File: src/rtl/edid_pkg.sv
// Shared types and constants for the EDID base block mode extractor.
// No dependencies; imported by every module of the block.
`default_nettype none

package edid_pkg;

  // Block layout
  localparam int BlockBytes = 128;
  localparam int PosW       = 7;
  localparam int EstOffset  = 35;
  localparam int StdOffset  = 38;
  localparam int StdBytes   = 16;
  localparam int StdW       = StdBytes * 8;

  // Field widths
  localparam int WidthW   = 12;
  localparam int HeightW  = 11;
  localparam int RefreshW = 7;
  localparam int StatusW  = 2;
  localparam int TotalW   = 5;

  // Done-item status codes
  localparam logic [StatusW-1:0] STATUS_OK       = 2'd0;
  localparam logic [StatusW-1:0] STATUS_BAD_SUM  = 2'd1;
  localparam logic [StatusW-1:0] STATUS_BAD_HDR  = 2'd2;

  // Result kinds
  localparam logic KIND_MODE = 1'b0;
  localparam logic KIND_DONE = 1'b1;

  // Header byte values
  localparam logic [7:0] HDR_EDGE = 8'h00;
  localparam logic [7:0] HDR_FILL = 8'hFF;

  // Unused standard slot marker
  localparam logic [7:0] STD_UNUSED = 8'h01;

  // Standard timing arithmetic
  localparam logic [8:0]  StdWidthBias = 9'd31;
  localparam logic [6:0]  RefreshBase  = 7'd60;
  localparam logic [13:0] RecipFifth   = 14'd13108;  // ceil(2^16 / 5)

  // Aspect codes in bits 7..6 of the second slot byte
  localparam logic [1:0] ASPECT_16_10 = 2'd0;
  localparam logic [1:0] ASPECT_4_3   = 2'd1;
  localparam logic [1:0] ASPECT_5_4   = 2'd2;
  localparam logic [1:0] ASPECT_16_9  = 2'd3;

  // One finished block handed from the front to the back
  typedef struct packed {
    logic [StatusW-1:0] status;
    logic [7:0]         est;
    logic [StdW-1:0]    std;   // byte at offset 38 in bits 7:0
  } job_t;

  typedef struct packed {
    logic [WidthW-1:0]   width;
    logic [HeightW-1:0]  height;
    logic [RefreshW-1:0] refresh;
  } mode_t;

  // Established timings, index 0 is bit 7
  function automatic mode_t est_mode(input logic [2:0] idx);
    mode_t m;
    case (idx)
      3'd0:    m = '{12'd720, 11'd400, 7'd70};
      3'd1:    m = '{12'd720, 11'd400, 7'd88};
      3'd2:    m = '{12'd640, 11'd480, 7'd60};
      3'd3:    m = '{12'd640, 11'd480, 7'd67};
      3'd4:    m = '{12'd640, 11'd480, 7'd72};
      3'd5:    m = '{12'd640, 11'd480, 7'd75};
      3'd6:    m = '{12'd800, 11'd600, 7'd56};
      default: m = '{12'd800, 11'd600, 7'd60};
    endcase
    return m;
  endfunction

endpackage

`default_nettype wire

File: src/rtl/edid_front.sv
// Front end: takes one byte per beat, keeps sum, header flag and timing bytes.
// Depends on edid_pkg; hands a job_t to the queue on the last byte of a block.
`default_nettype none

module edid_front
  import edid_pkg::*;
(
  input  wire logic       clk,
  input  wire logic       rst_n,
  input  wire logic       accept,
  input  wire logic [7:0] data_byte,
  output logic            push,
  output job_t            job
);

  logic [PosW-1:0] pos_r;
  logic [7:0]      sum_r;
  logic            hdr_ok_r;
  logic [7:0]      est_r;
  logic [StdW-1:0] std_r;

  logic [7:0]      sum_nxt;
  logic            hdr_ok_nxt;
  logic [7:0]      hdr_want;
  logic            last_byte;
  logic            in_std;

  // Per-byte bookkeeping
  always_comb begin
    sum_nxt    = sum_r + data_byte;
    hdr_want   = (pos_r == PosW'(0) || pos_r == PosW'(7)) ? HDR_EDGE : HDR_FILL;
    hdr_ok_nxt = hdr_ok_r;
    if (pos_r < PosW'(8) && data_byte != hdr_want) begin
      hdr_ok_nxt = 1'b0;
    end
    last_byte = (pos_r == PosW'(BlockBytes - 1));
    in_std    = (pos_r >= PosW'(StdOffset)) && (pos_r < PosW'(StdOffset + StdBytes));
  end

  // Job for the back end, built from the state after this byte
  always_comb begin
    push       = accept && last_byte;
    job.est    = est_r;
    job.std    = std_r;
    if (sum_nxt != 8'd0) begin
      job.status = STATUS_BAD_SUM;
    end else if (!hdr_ok_nxt) begin
      job.status = STATUS_BAD_HDR;
    end else begin
      job.status = STATUS_OK;
    end
  end

  // Control state
  always_ff @(posedge clk) begin
    if (!rst_n) begin
      pos_r    <= '0;
      sum_r    <= '0;
      hdr_ok_r <= 1'b1;
      est_r    <= '0;
    end else if (accept) begin
      pos_r <= pos_r + PosW'(1);
      if (last_byte) begin
        sum_r    <= '0;
        hdr_ok_r <= 1'b1;
        est_r    <= '0;
      end else begin
        sum_r    <= sum_nxt;
        hdr_ok_r <= hdr_ok_nxt;
        if (pos_r == PosW'(EstOffset)) begin
          est_r <= data_byte;
        end
      end
    end
  end

  // Standard timing bytes shift in from the top; offset 38 ends at bits 7:0
  always_ff @(posedge clk) begin
    if (accept && in_std) begin
      std_r <= {data_byte, std_r[StdW-1:8]};
    end
  end

endmodule

`default_nettype wire

File: src/rtl/edid_fifo.sv
// Two-entry job queue between the front and back ends.
// Depends on edid_pkg for job_t.
`default_nettype none

module edid_fifo
  import edid_pkg::*;
(
  input  wire logic clk,
  input  wire logic rst_n,
  input  wire logic push,
  input  wire job_t push_job,
  input  wire logic pop,
  output job_t      head,
  output logic      empty,
  output logic      full
);

  job_t       mem_r [2];
  logic       wr_r;
  logic       rd_r;
  logic [1:0] cnt_r;

  assign empty = (cnt_r == 2'd0);
  assign full  = (cnt_r == 2'd2);
  assign head  = mem_r[rd_r];

  // Storage
  always_ff @(posedge clk) begin
    if (push) begin
      mem_r[wr_r] <= push_job;
    end
  end

  // Pointers and fill count
  always_ff @(posedge clk) begin
    if (!rst_n) begin
      wr_r  <= 1'b0;
      rd_r  <= 1'b0;
      cnt_r <= 2'd0;
    end else begin
      if (push) wr_r <= ~wr_r;
      if (pop)  rd_r <= ~rd_r;
      case ({push, pop})
        2'b10:   cnt_r <= cnt_r + 2'd1;
        2'b01:   cnt_r <= cnt_r - 2'd1;
        default: cnt_r <= cnt_r;
      endcase
    end
  end

  a_no_overflow: assert property (@(posedge clk) disable iff (!rst_n)
    full |-> !push || pop)
    else $error("job pushed into full queue");
  a_no_underflow: assert property (@(posedge clk) disable iff (!rst_n)
    empty |-> !pop)
    else $error("job popped from empty queue");
  a_count_range: assert property (@(posedge clk) disable iff (!rst_n)
    cnt_r != 2'd3)
    else $error("queue count out of range");

endmodule

`default_nettype wire

File: src/rtl/edid_back.sv
// Back end: walks established bits, then standard slots, then the done item; a rejected block gets only the done item.
// Depends on edid_pkg; reads jobs from edid_fifo and drives the result beats.
`default_nettype none

module edid_back
  import edid_pkg::*;
#(
  parameter int STANDARD_SLOTS = 8
) (
  input  wire logic              clk,
  input  wire logic              rst_n,
  input  wire job_t              head,
  input  wire logic              empty,
  output logic                   pop,
  output logic                   out_valid,
  output logic                   out_kind,
  output logic [WidthW-1:0]      out_width,
  output logic [HeightW-1:0]     out_height,
  output logic [RefreshW-1:0]    out_refresh,
  output logic                   out_preferred,
  output logic [StatusW-1:0]     out_status,
  output logic [TotalW-1:0]      out_mode_total,
  output logic                   out_last
);

  localparam logic [1:0] ST_IDLE = 2'd0;
  localparam logic [1:0] ST_EST  = 2'd1;
  localparam logic [1:0] ST_STD  = 2'd2;
  localparam logic [1:0] ST_DONE = 2'd3;

  localparam logic [2:0] LastSlot = 3'(STANDARD_SLOTS - 1);

  logic [1:0]         state_r, state_nxt;
  logic [7:0]         est_r;
  logic [StdW-1:0]    std_r;
  logic [StatusW-1:0] status_r;
  logic [TotalW-1:0]  count_r;
  logic [2:0]         idx_r;      // established bit or slot number

  logic               emit;
  mode_t              est_m;
  logic [7:0]         slot_h;
  logic [7:0]         slot_v;
  logic [8:0]         s;
  logic [22:0]        fifth_prod;
  mode_t              std_m;

  logic                kind_nxt;
  logic                preferred_nxt;
  logic [StatusW-1:0]  status_nxt;
  logic [TotalW-1:0]   total_nxt;
  logic                last_nxt;
  logic [WidthW-1:0]   width_nxt;
  logic [HeightW-1:0]  height_nxt;
  logic [RefreshW-1:0] refresh_nxt;

  // Standard slot decode: width = 8*(h+31), height by aspect
  always_comb begin
    slot_h     = std_r[7:0];
    slot_v     = std_r[15:8];
    s          = {1'b0, slot_h} + StdWidthBias;
    fifth_prod = 23'(s) * 23'(RecipFifth);
    std_m.width   = {s, 3'b000};
    std_m.refresh = {1'b0, slot_v[5:0]} + RefreshBase;
    case (slot_v[7:6])
      ASPECT_16_10: std_m.height = 11'(s) * 11'd5;
      ASPECT_4_3:   std_m.height = 11'(s) * 11'd6;
      ASPECT_5_4:   std_m.height = fifth_prod[21:11];
      default:      std_m.height = HeightW'((12'(s) * 12'd9) >> 1);
    endcase
    est_m = est_mode(idx_r);
  end

  // Sequencer next state
  always_comb begin
    state_nxt = state_r;
    pop       = 1'b0;
    emit      = 1'b0;
    case (state_r)
      ST_IDLE: begin
        if (!empty) begin
          pop       = 1'b1;
          state_nxt = (head.status == STATUS_OK) ? ST_EST : ST_DONE;
        end
      end
      ST_EST: begin
        emit = est_r[7];
        if (idx_r == 3'd7) state_nxt = ST_STD;
      end
      ST_STD: begin
        if (slot_h == 8'd0) begin
          state_nxt = ST_DONE;
        end else begin
          emit = !(slot_h == STD_UNUSED && slot_v == STD_UNUSED);
          if (idx_r == LastSlot) state_nxt = ST_DONE;
        end
      end
      ST_DONE: state_nxt = ST_IDLE;
      default: state_nxt = ST_IDLE;
    endcase
  end

  // Sequencer registers
  always_ff @(posedge clk) begin
    if (!rst_n) begin
      state_r <= ST_IDLE;
      count_r <= '0;
      idx_r   <= '0;
    end else begin
      state_r <= state_nxt;
      case (state_r)
        ST_IDLE: begin
          count_r <= '0;
          idx_r   <= '0;
        end
        ST_EST: begin
          idx_r <= idx_r + 3'd1;   // wraps to slot 0 on the way to ST_STD
          if (emit) count_r <= count_r + TotalW'(1);
        end
        ST_STD: begin
          idx_r <= idx_r + 3'd1;
          if (emit) count_r <= count_r + TotalW'(1);
        end
        default: idx_r <= idx_r;
      endcase
    end
  end

  // Job payload: established bits shift out MSB first, slots 16 bits at a time
  always_ff @(posedge clk) begin
    if (pop) begin
      est_r    <= head.est;
      std_r    <= head.std;
      status_r <= head.status;
    end else if (state_r == ST_EST) begin
      est_r <= {est_r[6:0], 1'b0};
    end else if (state_r == ST_STD) begin
      std_r <= {16'd0, std_r[StdW-1:16]};
    end
  end

  // Result register: at most one beat per cycle, no back-pressure
  always_ff @(posedge clk) begin
    if (!rst_n) begin
      out_valid <= 1'b0;
    end else begin
      out_valid <= emit || (state_r == ST_DONE);
    end
  end

  // Result fields for the current state
  always_comb begin
    kind_nxt      = KIND_MODE;
    preferred_nxt = 1'b0;
    status_nxt    = STATUS_OK;
    total_nxt     = '0;
    last_nxt      = 1'b0;
    width_nxt     = '0;
    height_nxt    = '0;
    refresh_nxt   = '0;
    if (state_r == ST_EST) begin
      width_nxt   = est_m.width;
      height_nxt  = est_m.height;
      refresh_nxt = est_m.refresh;
    end else if (state_r == ST_STD) begin
      width_nxt     = std_m.width;
      height_nxt    = std_m.height;
      refresh_nxt   = std_m.refresh;
      preferred_nxt = (idx_r == 3'd0);
    end else if (state_r == ST_DONE) begin
      kind_nxt   = KIND_DONE;
      status_nxt = status_r;
      total_nxt  = count_r;
      last_nxt   = 1'b1;
    end
  end

  always_ff @(posedge clk) begin
    out_kind       <= kind_nxt;
    out_preferred  <= preferred_nxt;
    out_status     <= status_nxt;
    out_mode_total <= total_nxt;
    out_last       <= last_nxt;
    out_width      <= width_nxt;
    out_height     <= height_nxt;
    out_refresh    <= refresh_nxt;
  end

  a_total_bound: assert property (@(posedge clk) disable iff (!rst_n)
    out_valid && out_last |-> out_mode_total <= TotalW'(16))
    else $error("mode total exceeds sixteen");
  a_bad_no_modes: assert property (@(posedge clk) disable iff (!rst_n)
    out_valid && out_last && out_status != STATUS_OK |-> out_mode_total == '0)
    else $error("modes emitted for a rejected block");
  a_pop_idle: assert property (@(posedge clk) disable iff (!rst_n)
    pop |=> state_r == ST_EST || state_r == ST_DONE)
    else $error("job loaded outside idle");
  a_last_is_done: assert property (@(posedge clk) disable iff (!rst_n)
    out_valid |-> (out_last == out_kind))
    else $error("last flag and kind disagree");

endmodule

`default_nettype wire

File: src/rtl/edid_mode_extractor_core.sv
// EDID base block mode extractor: takes the 128 bytes of a base block one
// beat per cycle (start high, busy low) and counts the offset itself. After
// byte 127 the block is queued; a sequencer then puts out one result beat per
// cycle at most, strobed by out_valid for a single cycle, since the receiver
// cannot stall. For a block with good checksum and header it gives one mode
// per set established bit (bit 7 first), then one per standard slot not
// marked unused, among the first STANDARD_SLOTS and up to the first slot
// whose first byte is zero; every block ends in a done beat with status and
// mode total. The two-entry queue raises busy only when two finished blocks
// are still waiting, so at one byte per cycle input is never held off.
// Depends on edid_pkg, edid_front, edid_fifo and edid_back.
`default_nettype none

module edid_mode_extractor_core
  import edid_pkg::*;
#(
  parameter int STANDARD_SLOTS = 8
) (
  input  wire logic                clk,
  input  wire logic                rst_n,
  input  wire logic                start,
  output logic                     busy,
  input  wire logic [7:0]          in_data_byte,
  output logic                     out_valid,
  output logic                     out_kind,
  output logic [WidthW-1:0]        out_width,
  output logic [HeightW-1:0]       out_height,
  output logic [RefreshW-1:0]      out_refresh,
  output logic                     out_preferred,
  output logic [StatusW-1:0]       out_status,
  output logic [TotalW-1:0]        out_mode_total,
  output logic                     out_last
);

  logic accept;
  logic push;
  job_t push_job;
  job_t head;
  logic empty;
  logic full;
  logic pop;

  assign busy   = full;
  assign accept = start && !busy;

  // Byte accumulation
  edid_front u_front (
    .clk       (clk),
    .rst_n     (rst_n),
    .accept    (accept),
    .data_byte (in_data_byte),
    .push      (push),
    .job       (push_job)
  );

  // Finished blocks waiting for the sequencer
  edid_fifo u_fifo (
    .clk      (clk),
    .rst_n    (rst_n),
    .push     (push),
    .push_job (push_job),
    .pop      (pop),
    .head     (head),
    .empty    (empty),
    .full     (full)
  );

  // Mode sequencer
  edid_back #(
    .STANDARD_SLOTS (STANDARD_SLOTS)
  ) u_back (
    .clk            (clk),
    .rst_n          (rst_n),
    .head           (head),
    .empty          (empty),
    .pop            (pop),
    .out_valid      (out_valid),
    .out_kind       (out_kind),
    .out_width      (out_width),
    .out_height     (out_height),
    .out_refresh    (out_refresh),
    .out_preferred  (out_preferred),
    .out_status     (out_status),
    .out_mode_total (out_mode_total),
    .out_last       (out_last)
  );

endmodule

`default_nettype wire
File: config.mk
export PLATFORM = sky130hd
export DESIGN_NAME = edid_mode_extractor_core
export DESIGN_NICKNAME = d
export VERILOG_FILES = /design/src/rtl/edid_pkg.sv /design/src/rtl/edid_front.sv /design/src/rtl/edid_fifo.sv /design/src/rtl/edid_back.sv /design/src/rtl/edid_mode_extractor_core.sv
export SDC_FILE = /design/constraint.sdc
export NUM_CORES = 1
export LEC_CHECK = 0
export BUFFER_PORTS_ARGS = -buffer_cell sky130_fd_sc_hd__clkbuf_2
export CAP_MARGIN = 20
export CORE_UTILIZATION = 42
export CTS_CLUSTER_DIAMETER = 60
export DETAILED_ROUTE_END_ITERATION = 7
export HOLD_SLACK_MARGIN = 0.15
export SYNTH_ARGS = -nofsm -noshare
export SYNTH_HDL_FRONTEND = slang
export SYNTH_SLANG_ARGS = --single-unit
File: constraint.sdc
create_clock -name clk -period 24.2 [get_ports clk]
set_input_delay 6.05 -clock clk [delete_from_list [all_inputs] [get_ports clk]]
set_output_delay 6.05 -clock clk [all_outputs]
set_load 0.03 [all_outputs]
==> results of run 1 <==
-- cells by family (layout without fill, tap and decap cells) --
logic type / count (synthesis) / after routing
adders and majority gates: 121 / 121
DFF: 618 / 618
AOI/OAI and AO/OA: 304 / 304
and+or+nand+nor: 357 / 357
muxes: 147 / 147
xor gates and xnor gates: 48 / 48
other: 1 / 3
buffers and inverters: 141 / 250
-- routing by layer --
layer  up-vias  part of all wire, %
li1       6563                    -
met1      6601                   45
met2       197                   49
met3        79                  3.7
met4         0                  2.3
met5         -                    0
-- cell usage in the layout (no fill, tap or decap), types with 40 or more instances in the layout --
master,Yosys,routed
a21oi_1,40,40
clkbuf_16,0,63
clkbuf_2,0,50
dfxtp_1,76,75
edfxtp_1,542,542
ha_1,96,96
inv_1,74,74
mux2i_1,140,140
nand2_1,173,173
nor2_1,50,48
o21ai_0,162,162
-- where the power goes --
group | internal (µW) | switching (µW)
combinational | 8.26 | 12.0
sequential | 1140 | 1.71
clock | 529 | 380
total | 1680 | 394
-- worst max-delay path, cell delays in order --
cell	delay [ps]
clkbuf_2	100
nand2_1	270
nor2_1	310
inv_1	170
nor2_4	420
buf_4	720
buf_4	870
-- area by class of cell --
type	count	area, µm²	area share [%]
clock buffer	91	1743	6.103
timing repair buffer	64	382.9	1.341
tap	773	967.2	3.386
inverter	74	277.8	0.9726
multi-input combinational	980	7166	25.09
sequential	618	17800	62.33
clock inverter	21	222.7	0.7798
-- flip-flops by register name, summed over array words and instances, names as in the netlist, 2 cells and up, named ones only --
name and count:
u_back.idx_r 3, u_back.out_refresh 7, u_back.out_height 11, u_back.std_r 128, u_front.sum_r 8, u_back.out_width 9
u_back.est_r 8, u_back.status_r 2, u_back.out_mode_total 5, u_front.est_r 8, u_front.std_r 128, u_back.count_r 5
u_fifo.mem_r 276, u_front.pos_r 7, u_fifo.cnt_r 2, u_back.state_r 2, u_back.out_status 2
-- per-stage QoR --
step / hold slack [ps] / utilization (%) / total power (µW) / instances
global route: 450.8 / 48.03 / 2143 / 2621
global placement: 423.8 / 44.72 / 1189 / 2509
detailed placement: 430.2 / 44.72 / 1189 / 2509
finish: 441.0 / 48.03 / 2075 / 2621
floorplan: 421.5 / - / 1183 / 1739
CTS: 439.9 / 48.03 / 2103 / 2621
-- path summary, 6_finish.rpt --
check	slack (ps)	cells after the start	to
min reg2reg	440	0	u_fifo.mem_r[1][7]$_DFFE_PP_
max reg2reg	17000	18	u_back.out_height[10]$_SDFF_PP0_
min	440	0	u_fifo.mem_r[1][7]$_DFFE_PP_
max	15400	7	u_fifo.mem_r[0][85]$_DFFE_PP_
-- cell usage after synthesis, types with 3 or more instances --
cell type	n	area share (%)
buf_1	6	0.088
nand2b_1	6	0.15
xnor2_1	32	1.1
edfxtp_1	542	64
or3_1	5	0.12
o211ai_1	9	0.27
nor4_1	4	0.098
o21ai_0	162	3.2
o21a_1	7	0.21
clkbuf_1	55	0.81
o22ai_1	4	0.098
nor3_1	16	0.31
ha_1	96	4.7
a21oi_1	40	0.79
and3_1	3	0.074
o21bai_1	7	0.21
a21o_1	10	0.29
nor2b_1	22	0.54
a21boi_0	9	0.27
o311a_1	3	0.12
inv_1	74	1.1
nand3_1	18	0.35
a22oi_1	9	0.27
mux2i_1	140	5.5
nand4_1	8	0.20
buf_4	4	0.12
a31oi_1	8	0.20
dfxtp_1	76	6.0
a211oi_1	8	0.24
o31ai_1	3	0.088
mux2_2	6	0.27
fa_1	25	2.0
nand2_1	173	2.5
o221ai_1	3	0.10
xor2_1	15	0.52
and4_1	4	0.14
and2_1	28	0.69
or4_1	3	0.088
or2_2	4	0.098
nor2_1	50	0.74
==> flow_metrics.tcl, run 1 <==
set metrics [dict create \
    critPathKind "input port to register" \
    core_um2 59460 \
    initial_utilization_pct 42.84 \
    cts_hold_buf 0 \
    antenna_found_initial 0 \
    synth_top_family_by_area "compound AO/OA/AOI/OAI gates" \
    cts_buffer_depth 3 \
    synth-compound-area-share_pct 7.122 \
    finalHoldViolCount 0 \
    nets 1931 \
    synth_mux_area_share_pct 5.855 \
    critPathMaxFanout 69 \
    async_reset_ff_share_pct 0 \
    post_drt_wl_per_cell_um 17.35 \
    tightest_slew_ps 1135 \
    io_pins 53 \
    grt_pass1_wl_um 73040 \
    cts_root_buffer "clkbuf_16" \
    cp-end-kind "register" \
    yosysUniqueCellTypes 72 \
    regToRegStartpoint "u_back.std_r[0]$_DFFE_PP_" \
    ys_seq_elements 618 \
    synthXorXnorAreaFrac_pct 1.680 \
    use_met2_pct 25.35 \
    dpl.hpwl_um 27120 \
    fin_ws_ps 15400 \
    fp.dieArea_um2 61640 \
    drc 0 \
    grt_use_total_pct 15.02 \
    die_w_um 248.3 \
    maxCapViolCount 0 \
    gr-max-usage-layer "met2" \
    place_congestion 0.8531 \
    skew_ps 38.69 \
    period_share_pct 36.35 \
    first_global_vias 13710 \
    synth-adder-area-share_pct 6.680 \
    ys.flop_type "edfxtp_1" \
    overflow 0 \
    drive_gt1_share_pct 9.416 \
    netlist_instances 1737 \
    cts_resized 0 \
    fillCellCount 5160 \
    min_from "u_front.std_r[7]$_DFFE_PP_" \
    worstSetupStartpointType "input port" \
    clk_latency_ps 630 \
    peakVddDrop_mv 0.06039 \
    min_period_ps 8796 \
    met3_usage_pct 2.661 \
    portBuffers 49 \
    p_leak_uw 0.009908 \
    required_ps 24440 \
    hold_class "register to register" \
    clk_pin_slew_worst_paths_ps 60 \
    rows 89 \
    slew-limit-headroom_pct 24.37 \
    drt-total-wl_um 45490 \
    post_dp_cell_area_um2 26590 \
    antenna_left 0 \
    syn_area_um2 25470 \
    rsz0062_at_grt "false" \
    tritoncts "yes" \
    status "finished, final reports clean" \
    grt_max_degree 241 \
    setup_violations 0 \
    die_h_um 248.3 \
    firstDrtPassIters 5 \
    yosys_warnings 0 \
    synth-simple-area-share_pct 6.616 \
    tns_ps 0 \
    stdcell_area_um2 28560 \
    htreeDepth 2 \
    critPathLaunch "start" \
    diodes 0 \
    cts.sinks 618 \
    yosysSeqAreaShare_pct 69.86 \
    routed_via_density 5.128 \
    dr_total_vias 13440 \
    postCtsSetupBuffers 0 \
    use_met1_pct 19.68 \
    avgSynthCellArea_um2 14.67 \
    syn_to_final_growth_pct 12.11 \
    cts_inserted_buffers 61 \
    worstPathArrival_ps 9040 \
    timing.fmax_ghz 0.1137 \
    synth-edff-count 542 \
    p_per_area_nw_per_um2 72.66 \
    place_ws_ps 14710 \
    drv_slew 0 \
    drt_iter0_markers 704 \
]
No activity file was read; power rests on OpenSTA's default activity.
==> run 2: changes to the inputs <==
Clock period 24.2 ns to 8.6 ns, I/O delays scaled along.
==> run 2 against run 1 <==
Global-route usage up 0.30 points. Largest cell class unchanged. Register-to-register slack worse by 15000 ps. Highest routed layer unchanged. Sequential power rose to 2.8 times the previous value. Sequential share of layout area down 0.50 points.
==> flow_metrics.tcl, run 2 (same netlist as run 1, synthesis figures left out) <==
set metrics [dict create \
    status "finished, final reports clean" \
    dpl.hpwl_um 27950 \
    die_h_um 248.3 \
    diodes 0 \
    dr_total_vias 13520 \
    cts_buffer_depth 3 \
    cts_hold_buf 0 \
    reg2reg_to "u_back.out_height[10]$_SDFF_PP0_" \
    firstDrtPassIters 5 \
    clockPowerShare_pct 45.9 \
    worstPathArrival_ps 7200 \
    cp-end-kind "register" \
    critPathMaxStageDelay_ps 620 \
    grt_max_degree 259 \
    finalHoldViolCount 0 \
    drive_gt1_share_pct 10.45 \
    required_ps 9130 \
    cts_inserted_buffers 67 \
    reg.largest.list "u_fifo.mem_r: 276 flops, u_back.std_r: 128 flops, u_front.std_r: 128 flops" \
    whs_endpoint "u_fifo.mem_r[0][5]$_DFFE_PP_" \
    critPathMaxFanout 9 \
    drv_slew 0 \
    syn_to_final_growth_pct 13.02 \
    io_pins 53 \
    p_leak_uw 0.009963 \
    mostFrequentLayoutCell "edfxtp_1" \
    sw_frac_of_total_pct 19.23 \
    rsz0062_at_grt "false" \
    first_global_vias 13510 \
    portBuffers 49 \
    r2r_cells 18 \
    intPower_uw 4903 \
    tns_ps 0 \
    grt_use_total_pct 15.32 \
    routed_via_density 5.140 \
    tritoncts "yes" \
    tightest_slew_ps 1169 \
    clk_latency_ps 590 \
    rrSetupSlack_ps 1930 \
    regToRegStartpoint "u_back.std_r[0]$_DFFE_PP_" \
    clk_pin_slew_worst_paths_ps 60 \
    hold_ws_ps 446.5 \
    nets 1940 \
    place_congestion 0.8945 \
    cts_resized 0 \
    period_share_pct 77.55 \
    cts.sinks 618 \
    p_seq_share_pct 53.1 \
    hold_class "register to register" \
    antenna_found_initial 0 \
    path_cells "inv_1 > ha_1 > or3b_1 > or2_4 > nand2_1 > ha_1 > fa_1 > inv_1 > fa_1 > fa_1 > inv_1 > ha_1 > and3_1 > a22o_1 > a311oi_2 > nor2b_1 > a2111oi_0 > o211a_1" \
    overflow 0 \
    critPathKind "register to register" \
    min_period_ps 6670 \
    htreeDepth 3 \
    crit_slowest_cell "a311oi_2" \
    drt_iter0_markers 830 \
    power_frac_comb_pct 1.0 \
    regMostFlops "u_fifo.mem_r" \
    slew-limit-headroom_pct 22.07 \
    initial_utilization_pct 42.84 \
    hold_depth 0 \
    drt-total-wl_um 46560 \
    final_cell_mix "edfxtp_1 (542), nand2_1 (173), o21ai_0 (162)" \
    grt_pass1_wl_um 73440 \
    fillCellCount 5080 \
    rows 89 \
    die_w_um 248.3 \
    peakVddDrop_mv 0.1955 \
    maxCapViolCount 0 \
    core_um2 59460 \
    post_drt_wl_per_cell_um 17.70 \
    drc 0 \
    fp.dieArea_um2 61640 \
    timing.fmax_ghz 0.1499 \
    largest_reg_flops 276 \
    postCtsSetupBuffers 0 \
    power.switching_uw 1168 \
    skew_ps 21.59 \
    antenna_left 0 \
    p_per_area_nw_per_um2 210.9 \
    setup_violations 0 \
    min_from "u_front.std_r[5]$_DFFE_PP_" \
    worstSetupStartpointType "register" \
    cts_root_buffer "clkbuf_16" \
]
-- run 2: through the flow --
stage / worst slack, ps / area [µm²] / total power [µW] / utilization [%] / cells
floorplan: 876.4 / 25490 / 3330 / - / 1739
detailed placement: 2063 / 26620 / 3347 / 44.77 / 2512
global placement: 2243 / 26620 / 3343 / 44.77 / 2512
CTS: 2046 / 28790 / 6147 / 48.42 / 2630
global route: 1719 / 28790 / 6263 / 48.42 / 2630
finish: 1930 / 28790 / 6071 / 48.42 / 2630
-- run 2: layout make-up --
type                            instances  area [µm²]  share of cell area (%)
Sequential cell                       618       17800                   61.83
Timing Repair Buffer                   67       405.4                   1.408
Inverter                               74       277.8                  0.9648
Clock inverter                         38       399.1                   1.386
Clock buffer                           80        1768                   6.141
Multi-Input combinational cell        980        7172                   24.91
Tap cell                              773       967.2                   3.359
-- run 2: worst max-delay path by stage --
stage                                         start                               end  slack [ps]  depth (start not counted)
final                     u_back.std_r[0]$_DFFE_PP_  u_back.out_height[10]$_SDFF_PP0_        1930                         18
after global routing      u_back.std_r[0]$_DFFE_PP_  u_back.out_height[10]$_SDFF_PP0_        1720                         18
after CTS                 u_back.std_r[0]$_DFFE_PP_  u_back.out_height[10]$_SDFF_PP0_        2050                         18
after detailed placement  u_back.std_r[0]$_DFFE_PP_  u_back.out_height[10]$_SDFF_PP0_        2060                         18
after global placement    u_back.std_r[0]$_DFFE_PP_  u_back.out_height[10]$_SDFF_PP0_        2240                         18
after floorplan                               start        u_front.std_r[0]$_DFFE_PP_         880                          2
-- run 2: critical path: cells and delay by family (launching register included) --
kind,cells,cell delay (ps)
AND/OR/NAND/NOR,5,1310
buffers and inverters,3,380
adder cells (fa/ha/maj),6,2780
flip-flops,1,590
AO/OA/AOI/OAI,4,1560
-- run 2: power groups by stage --
stage                     clock, µW  sequential, µW  combinational (µW)
after floorplan                   0            3290                43.9
after global routing           2970            3220                67.0
after detailed placement          0            3290                60.0
final                          2790            3220                59.6
after global placement            0            3290                56.9
after CTS                      2860            3220                60.3
-- run 2: per-layer routing --
layer	part of all wire, %	wire length (µm)	up-vias	track usage (%)
met2	49	22990	207	26.10
met1	44	20500	6625	19.24
met4	3.0	1417	0	5.595
li1	-	-	6592	-
met5	0	0	-	0
met3	3.5	1651	95	3.157
